<file path="src/rtl/core/pvfs_pkg.sv">
// Shared constants for the pump and valve fill sequencer.
package pvfs_pkg;

  // Field widths
  localparam int unsigned PulsesW = 4;
  localparam int unsigned LevelW  = 12;
  localparam int unsigned MinPulW = 10;
  localparam int unsigned WindowW = 16;
  localparam int unsigned DurW    = 20;
  localparam int unsigned PhaseW  = 2;

  localparam int unsigned InDataW  = 16;
  localparam int unsigned OutDataW = 8;

  // Configuration port
  localparam int unsigned CfgIdxW  = 3;
  localparam int unsigned CfgDataW = 20;

  localparam logic [CfgIdxW-1:0] CfgLevelThreshold = 3'd0;
  localparam logic [CfgIdxW-1:0] CfgMinPulses      = 3'd1;
  localparam logic [CfgIdxW-1:0] CfgFlowWindow     = 3'd2;
  localparam logic [CfgIdxW-1:0] CfgPumpRun        = 3'd3;
  localparam logic [CfgIdxW-1:0] CfgValveOpen      = 3'd4;

  // Register reset values
  localparam logic [LevelW-1:0]  RstLevelThreshold = 12'd1800;
  localparam logic [MinPulW-1:0] RstMinPulses      = 10'd3;
  localparam logic [WindowW-1:0] RstFlowWindow     = 16'd1000;
  localparam logic [DurW-1:0]    RstPumpRun        = 20'd25000;
  localparam logic [DurW-1:0]    RstValveOpen      = 20'd30000;

  // Sequencer phase codes as seen on the result item
  localparam logic [PhaseW-1:0] PhIdle = 2'd0;
  localparam logic [PhaseW-1:0] PhPump = 2'd1;
  localparam logic [PhaseW-1:0] PhWait = 2'd2;
  localparam logic [PhaseW-1:0] PhOpen = 2'd3;

  localparam logic [MinPulW-1:0] PulseMax = '1;

endpackage

</file>
<file path="src/rtl/core/pump_valve_fill_sequencer.sv">
// Pump and valve fill sequencer: pulse window, phase timer and drive outputs.
// Path: a tick item accepted into the input register passes into the result register
//   once that register is free or being taken (input register, then result register).
// Throughput: one item per cycle while the sink takes results; the result register
//   frees as it is taken and the input stage refills in the same cycle, so no bubbles.
// Reset (rst_ni low, asynchronous): sequencer idle, pump off, valve open,
//   window and phase timers cleared, registers back to their defaults.
module pump_valve_fill_sequencer
  import pvfs_pkg::*;
#(
  parameter int unsigned TIMER_BITS = 20
) (
  input  logic                clk_i,
  input  logic                rst_ni,
  // Tick items: [3:0] tick_pulses, [15:4] level_sample
  input  logic                s_axis_tvalid,
  output logic                s_axis_tready,
  input  logic [InDataW-1:0]  s_axis_tdata,
  // Results: [0] pump_on, [1] valve_closed, [3:2] phase, [4] flow_detected,
  //          [5] level_reached, [7:6] zero
  output logic                m_axis_tvalid,
  input  logic                m_axis_tready,
  output logic [OutDataW-1:0] m_axis_tdata,
  // Register writes
  input  logic                cfg_valid_i,
  output logic                cfg_ready_o,
  input  logic [CfgIdxW-1:0]  cfg_index_i,
  input  logic [CfgDataW-1:0] cfg_data_i
);

  // Compare width wide enough for both the phase timer and a 20-bit duration
  localparam int unsigned CmpW = (TIMER_BITS > DurW) ? TIMER_BITS : DurW;

  typedef enum logic [PhaseW-1:0] {
    ST_IDLE = PhIdle,
    ST_PUMP = PhPump,
    ST_WAIT = PhWait,
    ST_OPEN = PhOpen
  } phase_e;

  // ---------------------------------------------------------------------------
  // Configuration registers: always ready, a write to an unused index is dropped
  // ---------------------------------------------------------------------------
  logic [LevelW-1:0]  level_thr_q;
  logic [MinPulW-1:0] min_pulses_q;
  logic [WindowW-1:0] window_len_q;
  logic [DurW-1:0]    pump_run_q;
  logic [DurW-1:0]    open_time_q;

  assign cfg_ready_o = 1'b1;

  always_ff @(posedge clk_i or negedge rst_ni) begin
    if (!rst_ni) begin
      level_thr_q  <= RstLevelThreshold;
      min_pulses_q <= RstMinPulses;
      window_len_q <= RstFlowWindow;
      pump_run_q   <= RstPumpRun;
      open_time_q  <= RstValveOpen;
    end else if (cfg_valid_i) begin
      case (cfg_index_i)
        CfgLevelThreshold: level_thr_q  <= cfg_data_i[LevelW-1:0];
        CfgMinPulses:      min_pulses_q <= cfg_data_i[MinPulW-1:0];
        CfgFlowWindow:     window_len_q <= cfg_data_i[WindowW-1:0];
        CfgPumpRun:        pump_run_q   <= cfg_data_i;
        CfgValveOpen:      open_time_q  <= cfg_data_i;
        default: ;
      endcase
    end
  end

  // ---------------------------------------------------------------------------
  // Handshake: input register feeds the result register in one pass
  // ---------------------------------------------------------------------------
  logic                in_valid_q;
  logic [PulsesW-1:0]  in_pulses_q;
  logic [LevelW-1:0]   in_level_q;
  logic                out_valid_q;
  logic [OutDataW-1:0] out_data_q;
  logic [OutDataW-1:0] out_data_d;

  logic in_fire;
  logic step;     // staged item moves into the result register

  assign step          = in_valid_q && (!out_valid_q || m_axis_tready);
  assign s_axis_tready = !in_valid_q || step;
  assign in_fire       = s_axis_tvalid && s_axis_tready;

  assign m_axis_tvalid = out_valid_q;
  assign m_axis_tdata  = out_data_q;

  always_ff @(posedge clk_i or negedge rst_ni) begin
    if (!rst_ni) begin
      in_valid_q  <= 1'b0;
      out_valid_q <= 1'b0;
    end else begin
      if (in_fire) begin
        in_valid_q <= 1'b1;
      end else if (step) begin
        in_valid_q <= 1'b0;
      end
      if (step) begin
        out_valid_q <= 1'b1;
      end else if (m_axis_tready) begin
        out_valid_q <= 1'b0;
      end
    end
  end

  always_ff @(posedge clk_i) begin
    if (in_fire) begin
      in_pulses_q <= s_axis_tdata[PulsesW-1:0];
      in_level_q  <= s_axis_tdata[PulsesW +: LevelW];
    end
    if (step) begin
      out_data_q <= out_data_d;
    end
  end

  // ---------------------------------------------------------------------------
  // Pulse window: sum saturates at full scale, cleared when the window closes
  // ---------------------------------------------------------------------------
  logic [WindowW-1:0]  win_elapsed_q, win_elapsed_d;
  logic [MinPulW-1:0]  win_pulses_q, win_pulses_d;
  logic [MinPulW:0]    pulse_sum_raw;
  logic [MinPulW-1:0]  pulse_sum;
  logic [WindowW:0]    win_count;
  logic [WindowW-1:0]  win_len_eff;
  logic                win_end;
  logic                flow;
  logic                level_ok;

  assign pulse_sum_raw = {1'b0, win_pulses_q} + (MinPulW+1)'(in_pulses_q);
  assign pulse_sum     = pulse_sum_raw[MinPulW] ? PulseMax : pulse_sum_raw[MinPulW-1:0];
  assign win_count     = {1'b0, win_elapsed_q} + 1'b1;
  // a zero window length closes the window every tick
  assign win_len_eff   = (window_len_q == '0) ? WindowW'(1) : window_len_q;
  assign win_end       = win_count >= {1'b0, win_len_eff};
  assign flow          = win_end && (pulse_sum >= min_pulses_q);
  assign level_ok      = in_level_q >= level_thr_q;

  always_comb begin
    if (win_end) begin
      win_elapsed_d = '0;
      win_pulses_d  = '0;
    end else begin
      win_elapsed_d = win_count[WindowW-1:0];
      win_pulses_d  = pulse_sum;
    end
  end

  // ---------------------------------------------------------------------------
  // Phase sequencer with saturating phase timer
  // ---------------------------------------------------------------------------
  phase_e                phase_q, phase_d;
  logic [TIMER_BITS-1:0] elapsed_q, elapsed_d;
  logic [TIMER_BITS-1:0] elapsed_inc;
  logic                  pump_q, pump_d;
  logic                  valve_q, valve_d;
  logic [DurW-1:0]       dur_sel;
  logic [DurW-1:0]       dur_eff;
  logic                  timer_done;

  // timer sticks at full scale, so an over-long duration never ends
  assign elapsed_inc = (elapsed_q == '1) ? elapsed_q : elapsed_q + 1'b1;
  assign dur_sel     = (phase_q == ST_PUMP) ? pump_run_q : open_time_q;
  assign dur_eff     = (dur_sel == '0) ? DurW'(1) : dur_sel;
  assign timer_done  = CmpW'(elapsed_inc) >= CmpW'(dur_eff);

  always_comb begin
    phase_d   = phase_q;
    elapsed_d = elapsed_q;
    pump_d    = pump_q;
    valve_d   = valve_q;
    case (phase_q)
      ST_IDLE: begin
        if (flow) begin
          phase_d   = ST_PUMP;
          elapsed_d = '0;
          pump_d    = 1'b1;
          valve_d   = 1'b1;
        end
      end
      ST_PUMP: begin
        elapsed_d = elapsed_inc;
        if (timer_done) begin
          phase_d   = ST_WAIT;
          elapsed_d = '0;
          pump_d    = 1'b0;
        end
      end
      ST_WAIT: begin
        if (level_ok) begin
          phase_d   = ST_OPEN;
          elapsed_d = '0;
          valve_d   = 1'b0;
        end
      end
      ST_OPEN: begin
        elapsed_d = elapsed_inc;
        if (timer_done) begin
          phase_d   = ST_PUMP;
          elapsed_d = '0;
          pump_d    = 1'b1;
          valve_d   = 1'b1;
        end
      end
      default: phase_d = ST_IDLE;
    endcase
  end

  assign out_data_d = {2'b00, level_ok, flow, phase_d, valve_d, pump_d};

  always_ff @(posedge clk_i or negedge rst_ni) begin
    if (!rst_ni) begin
      phase_q       <= ST_IDLE;
      elapsed_q     <= '0;
      pump_q        <= 1'b0;
      valve_q       <= 1'b0;
      win_elapsed_q <= '0;
      win_pulses_q  <= '0;
    end else if (step) begin
      phase_q       <= phase_d;
      elapsed_q     <= elapsed_d;
      pump_q        <= pump_d;
      valve_q       <= valve_d;
      win_elapsed_q <= win_elapsed_d;
      win_pulses_q  <= win_pulses_d;
    end
  end

endmodule

</file>
<file path="config.mk">
export PLATFORM = sky130hd
export DESIGN_NAME = pump_valve_fill_sequencer
export DESIGN_NICKNAME = d
export VERILOG_FILES = /design/src/rtl/core/pvfs_pkg.sv /design/src/rtl/core/pump_valve_fill_sequencer.sv
export SDC_FILE = /design/constraint.sdc
export NUM_CORES = 1
export LEC_CHECK = 0
export BUFFER_PORTS_ARGS = -buffer_cell sky130_fd_sc_hd__clkbuf_2
export CAP_MARGIN = 20
export CORE_AREA = 10 10 182 184
export CTS_CLUSTER_SIZE = 12
export DETAILED_ROUTE_END_ITERATION = 16
export DIE_AREA = 0 0 192 194
export MAX_ROUTING_LAYER = met4
export PLACE_DENSITY = 0.56
export SLEW_MARGIN = 20
export SYNTH_ARGS = -nofsm -noshare
export SYNTH_HDL_FRONTEND = slang
export SYNTH_SLANG_ARGS = --single-unit
</file>
<file path="constraint.sdc">
create_clock -name clk_i -period 5.25 [get_ports clk_i]
set_input_delay 0.2625 -clock clk_i [delete_from_list [all_inputs] [get_ports clk_i]]
set_output_delay 0.2625 -clock clk_i [all_outputs]
set_load 0.05 [all_outputs]
</file>
=== Yosys cells after proc, flatten, opt, wreduce, memory -nomap -nowiden ===
Index checks and enable logic that the tools add are counted.

* Bits in registers: 152
* Bits in latches: 0
* Bits in writable memories: 0
* Memory bits (read-only): 0
* Output and inout port bits: 11
* Memories kept: 0

* Add/subtract/negate cells: 3
* $mul: 0
* Div/mod/pow operators: 0
* $lt $le $gt $ge: 4
* Equal/unequal tests: 10
* Shift-type cells: 0
* Muxes and demuxes: 28
* Bitwise logic cells: 0
* Reduce and logical (&&, ||, !) cells: 20

{| class="wikitable"
|+ Operator list
! cell !! count
|-
| $mux W20 || 6
|-
| $pmux W20 S3 || 1
|-
| $mux W16 || 2
|-
| $add A20 B1 Y20 const B || 1
|-
| $eq A20 B20 Y1 const B || 1
|-
| $ge A20 B20 Y1 || 1
|-
| $logic_not A20 Y1 || 1
|-
| $mux W10 || 2
|-
| $add A16 B1 Y17 const B || 1
|-
| $ge A17 B16 Y1 || 1
|-
| $logic_not A16 Y1 || 1
|-
| $ge A12 B12 Y1 || 1
|-
| $add A10 B4 Y11 || 1
|-
| $ge A10 B10 Y1 || 1
|-
| $mux W1 || 10
|-
| $reduce_and A2 Y1 || 5
|-
| $mux W2 || 4
|-
| $pmux W2 S4 || 1
|-
| $eq A3 B2 Y1 const B || 2
|-
| $pmux W1 S3 || 2
|-
| $eq A2 B2 Y1 const B || 2
|-
| $ne A2 B2 Y1 const B || 2
|-
| $reduce_bool A2 Y1 || 2
|-
| $eq A3 B1 Y1 const B || 1
|-
| other kinds (9) || 13
|}

=== Depth between registers and ports, before layout ===
* Depth after elaboration: 7
* Gate-level depth with buffers: 18

=== Least setup slack after synthesis ===
OpenSTA, ideal clock, no wires.

* Path type: register -> register
* From: reg phase_q[1]
* To: reg elapsed_q[12]
* Library setup time: 0.095 ns
* Arrival time: 3.903 ns
* Data required time: 5.155 ns
* Slack: 1.251 ns
* Stages on the path, launching flop included: 17
* Clock period less this slack: 3.999 ns
* Cell sequence: dfrtp_1 > inv_1 > ha_1 > clkbuf_1 > buf_2 > buf_1 > mux2i_1 > nand4_1 > o31ai_1 > ha_1 > nor2b_1 > o21ai_0 > a2111oi_2 > o221ai_1 > clkbuf_1 > clkbuf_1 > o31ai_1

* Cells in the longest elaborated chain, start to end: 7
* Elaborated cells on any way between the ends: 14

{| class="wikitable"
|+ RTL lines
! item !! RTL line !! text
|-
| start: declaration || pump_valve_fill_sequencer.sv:154 || <nowiki>phase_e phase_q, phase_d;</nowiki>
|-
| start signal: assignment || pump_valve_fill_sequencer.sv:222 || <nowiki>phase_q <= phase_d;</nowiki>
|-
| $eq A2 B1 Y1 || pump_valve_fill_sequencer.sv:165, pump_valve_fill_sequencer.sv:174 ||
|-
| $mux W20 || pump_valve_fill_sequencer.sv:165 || <nowiki>assign dur_sel = (phase_q == ST_PUMP) ? pump_run_q : open_time_q;</nowiki>
|-
| $logic_not A20 Y1 || pump_valve_fill_sequencer.sv:166 || <nowiki>assign dur_eff = (dur_sel == '0) ? DurW'(1) : dur_sel;</nowiki>
|-
| $mux W20 || pump_valve_fill_sequencer.sv:166 ||
|-
| $ge A20 B20 Y1 || pump_valve_fill_sequencer.sv:167 || <nowiki>assign timer_done = CmpW'(elapsed_inc) >= CmpW'(dur_eff);</nowiki>
|-
| $mux W20 || pump_valve_fill_sequencer.sv:185, pump_valve_fill_sequencer.sv:200 ||
|-
| $pmux W20 S3 || pump_valve_fill_sequencer.sv:174 || <nowiki>case (phase_q)</nowiki>
|-
| end signal: assignment || pump_valve_fill_sequencer.sv:223 || <nowiki>elapsed_q <= elapsed_d;</nowiki>
|-
| end: declaration || pump_valve_fill_sequencer.sv:155 || <nowiki>logic [TIMER_BITS-1:0] elapsed_q, elapsed_d;</nowiki>
|}

Parallel ways exist; a longest one is shown, timed or not.
A chain may end at the register's enable or synchronous reset.

=== Worst setup path in the final report ===
* From: reg elapsed_q[3]
* To: reg elapsed_q[11]

* Cells in the longest elaborated chain, start to end: 5
* Elaborated cells on any way between the ends: 6

{| class="wikitable"
|+ RTL lines
! item !! RTL line !! text
|-
| $add A20 B1 Y20 or $eq A20 B20 Y1 (tied branches) || pump_valve_fill_sequencer.sv:164 || <nowiki>assign elapsed_inc = (elapsed_q == '1) ? elapsed_q : elapsed_q + 1'b1;</nowiki>
|-
| $mux W20 * || pump_valve_fill_sequencer.sv:164 ||
|-
| $ge A20 B20 Y1 || pump_valve_fill_sequencer.sv:167 ||
|-
| $mux W20 * || pump_valve_fill_sequencer.sv:185, pump_valve_fill_sequencer.sv:200 ||
|-
| $pmux W20 S3 * || pump_valve_fill_sequencer.sv:174 ||
|}

Mark *: on every way between the ends. The rest lies on a longest branch, timed or not.

==> flow_summary.ini <==
[floorplanning]
core.rowCount = 63
dieArea_um2 = 37200
core-area_um2 = 29400
die_h_um = 194
boundaryPins = 55
die_width_um = 192
initial_core_util_pct = 29.7

[global_route]
antenna_found_initial = 0
grt_pass1_wl_um = 34400
first_global_vias = 6430
groute.usage.overall_pct = 11.9
gr-total-overflow = 0
grt_max_degree = 75

[synth]
synthMuxAreaShare_pct = 8.44
synth_fa_ha_area_share_pct = 10.1
seq_area_frac_synth_pct = 45.2
synth_top_family_by_area = simple AND/OR/NAND/NOR gates
netlist_area_um2 = 8740
synth_compound_area_share_pct = 13.3
ys_async_sr_fraction_pct = 85.5
synth_edf_count = 22
ys_seq_elements = 152
yosysWarnings = 0
synth_xor_area_share_pct = 3.21
syn_area_per_cell_um2 = 9.90
yosys.area_share.simple_pct = 15.2
synth_area_leaders = dfrtp_1 30%, ha_1 9.9%, edfxtp_1 7.6%
synth.top_cell.area_share_pct = 30.1
yosysMostFrequentCell = nand2_1
yosys.area.top_type = dfrtp_1
yosysUniqueCellTypes = 65
synthCells = 882
ys.flop_type = dfrtp_1
ys_top_cells_by_count = 122 x nand2_1, 105 x dfrtp_1, 84 x o21ai_0

[drt]
drtPass1Iterations = 5
vias = 6485
routed_wl_um = 21200
wl_per_cell_um = 15.8
viasPerCell = 4.83
drc = 0
initialDrtViolationCount = 411
ant_nets = 0

[flow_run]
drv_cap = 0

[clock_network]
clk_pin_slew_ps = 60
tritoncts = done
ctsLongestPathBuffers = 2
htreeDepth = 4
insertion_delay_ps = 430
cts_root_buffer = clkbuf_16
cts.sinks = 152
cts_made_buffers = 17

[timing]
setup_viol = 0
worst_slew_margin_rel_pct = 50.3
worst_pin_slew_ps = 746
fmax_ghz = 0.226
rsz0062_at_grt = no
drv_slew = 0
hold_ws_ps = 21.1
final_hold_viol_count = 0
fin_worst_skew_ps = 13.2
timing.final.crit_share_pct = 84.2
fin_tns_setup_ps = 0
fin_crit_ps = 4420

[setup_path]
end_kind = register
startpoint = elapsed_q[3]
r2r_start = elapsed_q[3]
ff2ff_path_depth = 15
arrival_ps = 4750
r2r_end = elapsed_q[11]
r2r_slack_ps = 830
criticalPathCategory = reg -> reg
required_ps = 5580
worstSetupEndpoint = elapsed_q[11]
crit_fanout = 21
start_kind = register

[worst_hold_path]
hp-class = in -> reg
worstHoldStart = s_axis_tdata[6]

[placement]
gp_congestion = 0.838
port_buffers = 51
dp_hpwl_um = 15400

[layout]
nets = 1053
areaGrowthSynthToFinish_pct = 16.0
post_route_cells_drive_above_1_share_pct = 18.5
diodes = 0

[power_and_ir_drop]
p_leak_nw = 4.38
p_per_area_nw_per_um2 = 408
ir_drop_v = 0.000252

[status]
outcome = finished, final reports clean
-- where the power goes --
group | internal (W) | switching [W]
clock network | 0.000666 | 0.000532
logic | 0.000532 | 0.000806
registers | 0.00145 | 0.000149
-- worst min-delay path by stage --
stage / end / slack [ps] / depth (start not counted)
after floorplan: elapsed_q[0] / -30 / 0
after global placement: elapsed_q[1] / 340 / 1
after detailed placement: level_thr_q[2] / 340 / 1
after CTS: in_level_q[2] / 0.7 / 1
after global routing: in_level_q[2] / 10 / 1
final: in_level_q[2] / 20 / 1
-- critical path, stage by stage, from the launching register on --
cell	delay, ps
dfrtp_1	480
nand4_1	230
or4_4	610
nor2_2	280
or2_1	290
nor2_1	100
xnor2_1	200
inv_1	80
ha_1	310
a21oi_1	140
o21ai_0	150
a2111oi_2	400
o221ai_1	180
buf_4	250
or2_1	360
o31ai_1	260
-- per-layer routing --
metal | vias to the layer above | global-route usage (%) | share of wire (%)
li1 | 3254 | - | -
met1 | 3098 | 16.7 | 53
met2 | 118 | 17.2 | 44
met3 | 15 | 1.91 | 2.5
met4 | 0 | 3.26 | 1.0
met5 | - | - | 0
-- through the flow --
| step | std cells | power (W) | setup WS [ps] | instance area, um^2 | util (%) |
|---|---|---|---|---|---|
| CTS | 1342 | 0.00418 | 905 | 10100 | 34.5 |
| floorplan | 883 | 0.00258 | 1250 | 8740 | - |
| finish | 1342 | 0.00414 | 830 | 10100 | 34.5 |
| global placement | 1294 | 0.00292 | 1020 | 9400 | 32.0 |
| detailed placement | 1294 | 0.00294 | 901 | 9400 | 32.0 |
| global route | 1342 | 0.00445 | 486 | 10100 | 34.5 |
-- logic make-up (layout without fill, tap and decap cells) --
group	count (synthesis)	count (layout)
AOI/OAI and AO/OA	187	187
xor gates and xnor gates	32	32
other	2	3
muxes	68	68
and+or+nand+nor	273	273
adders and majority gates	70	70
buffers and inverters	98	167
DFF	152	152
-- layout make-up --
class / instances / area (um^2)
Multi-Input combinational cell: 633 / 4420
Timing Repair Buffer: 77 / 497
Clock inverter: 14 / 139
Fill cell: 3008 / 19300
Clock buffer: 18 / 429
Tap cell: 390 / 488
Inverter: 58 / 218
Sequential cell: 152 / 3950
-- cell usage in the layout, fill, tap and decap left out, types with 4 or more instances in the layout --
cell type,n
inv_6,7
mux2i_1,23
and3_1,9
nand2b_1,13
nor2_1,37
inv_1,58
xnor2_1,21
xor2_1,11
a21oi_1,26
o211ai_1,5
nor3_1,7
nor4_1,7
o31ai_1,24
and4_1,5
nand4_1,15
a211oi_1,10
a31oi_1,8
mux2_2,45
ha_1,69
buf_4,10
nand2_1,122
edfxtp_1,22
nand3_1,28
clkbuf_16,17
dfstp_2,25
nor2b_1,8
a21o_1,4
clkbuf_2,50
dlygate4sd3_1,16
dfrtp_1,105
o21ai_0,84
-- registers in the layout (all words and copies together) (netlist names), 12 cells and up --
register,flops
elapsed_q,20
open_time_q,20
pump_run_q,20
win_elapsed_q,16
window_len_q,16
in_level_q,12
level_thr_q,12
-- repair_timing --
action	in CTS	in global routing
hold endpoints to repair	74	0
hold buffers	16	0
resized for setup	0	0
endpoints found under the setup margin	0	0
buffers inserted	0	0
No activity file was read; power rests on OpenSTA's default activity.
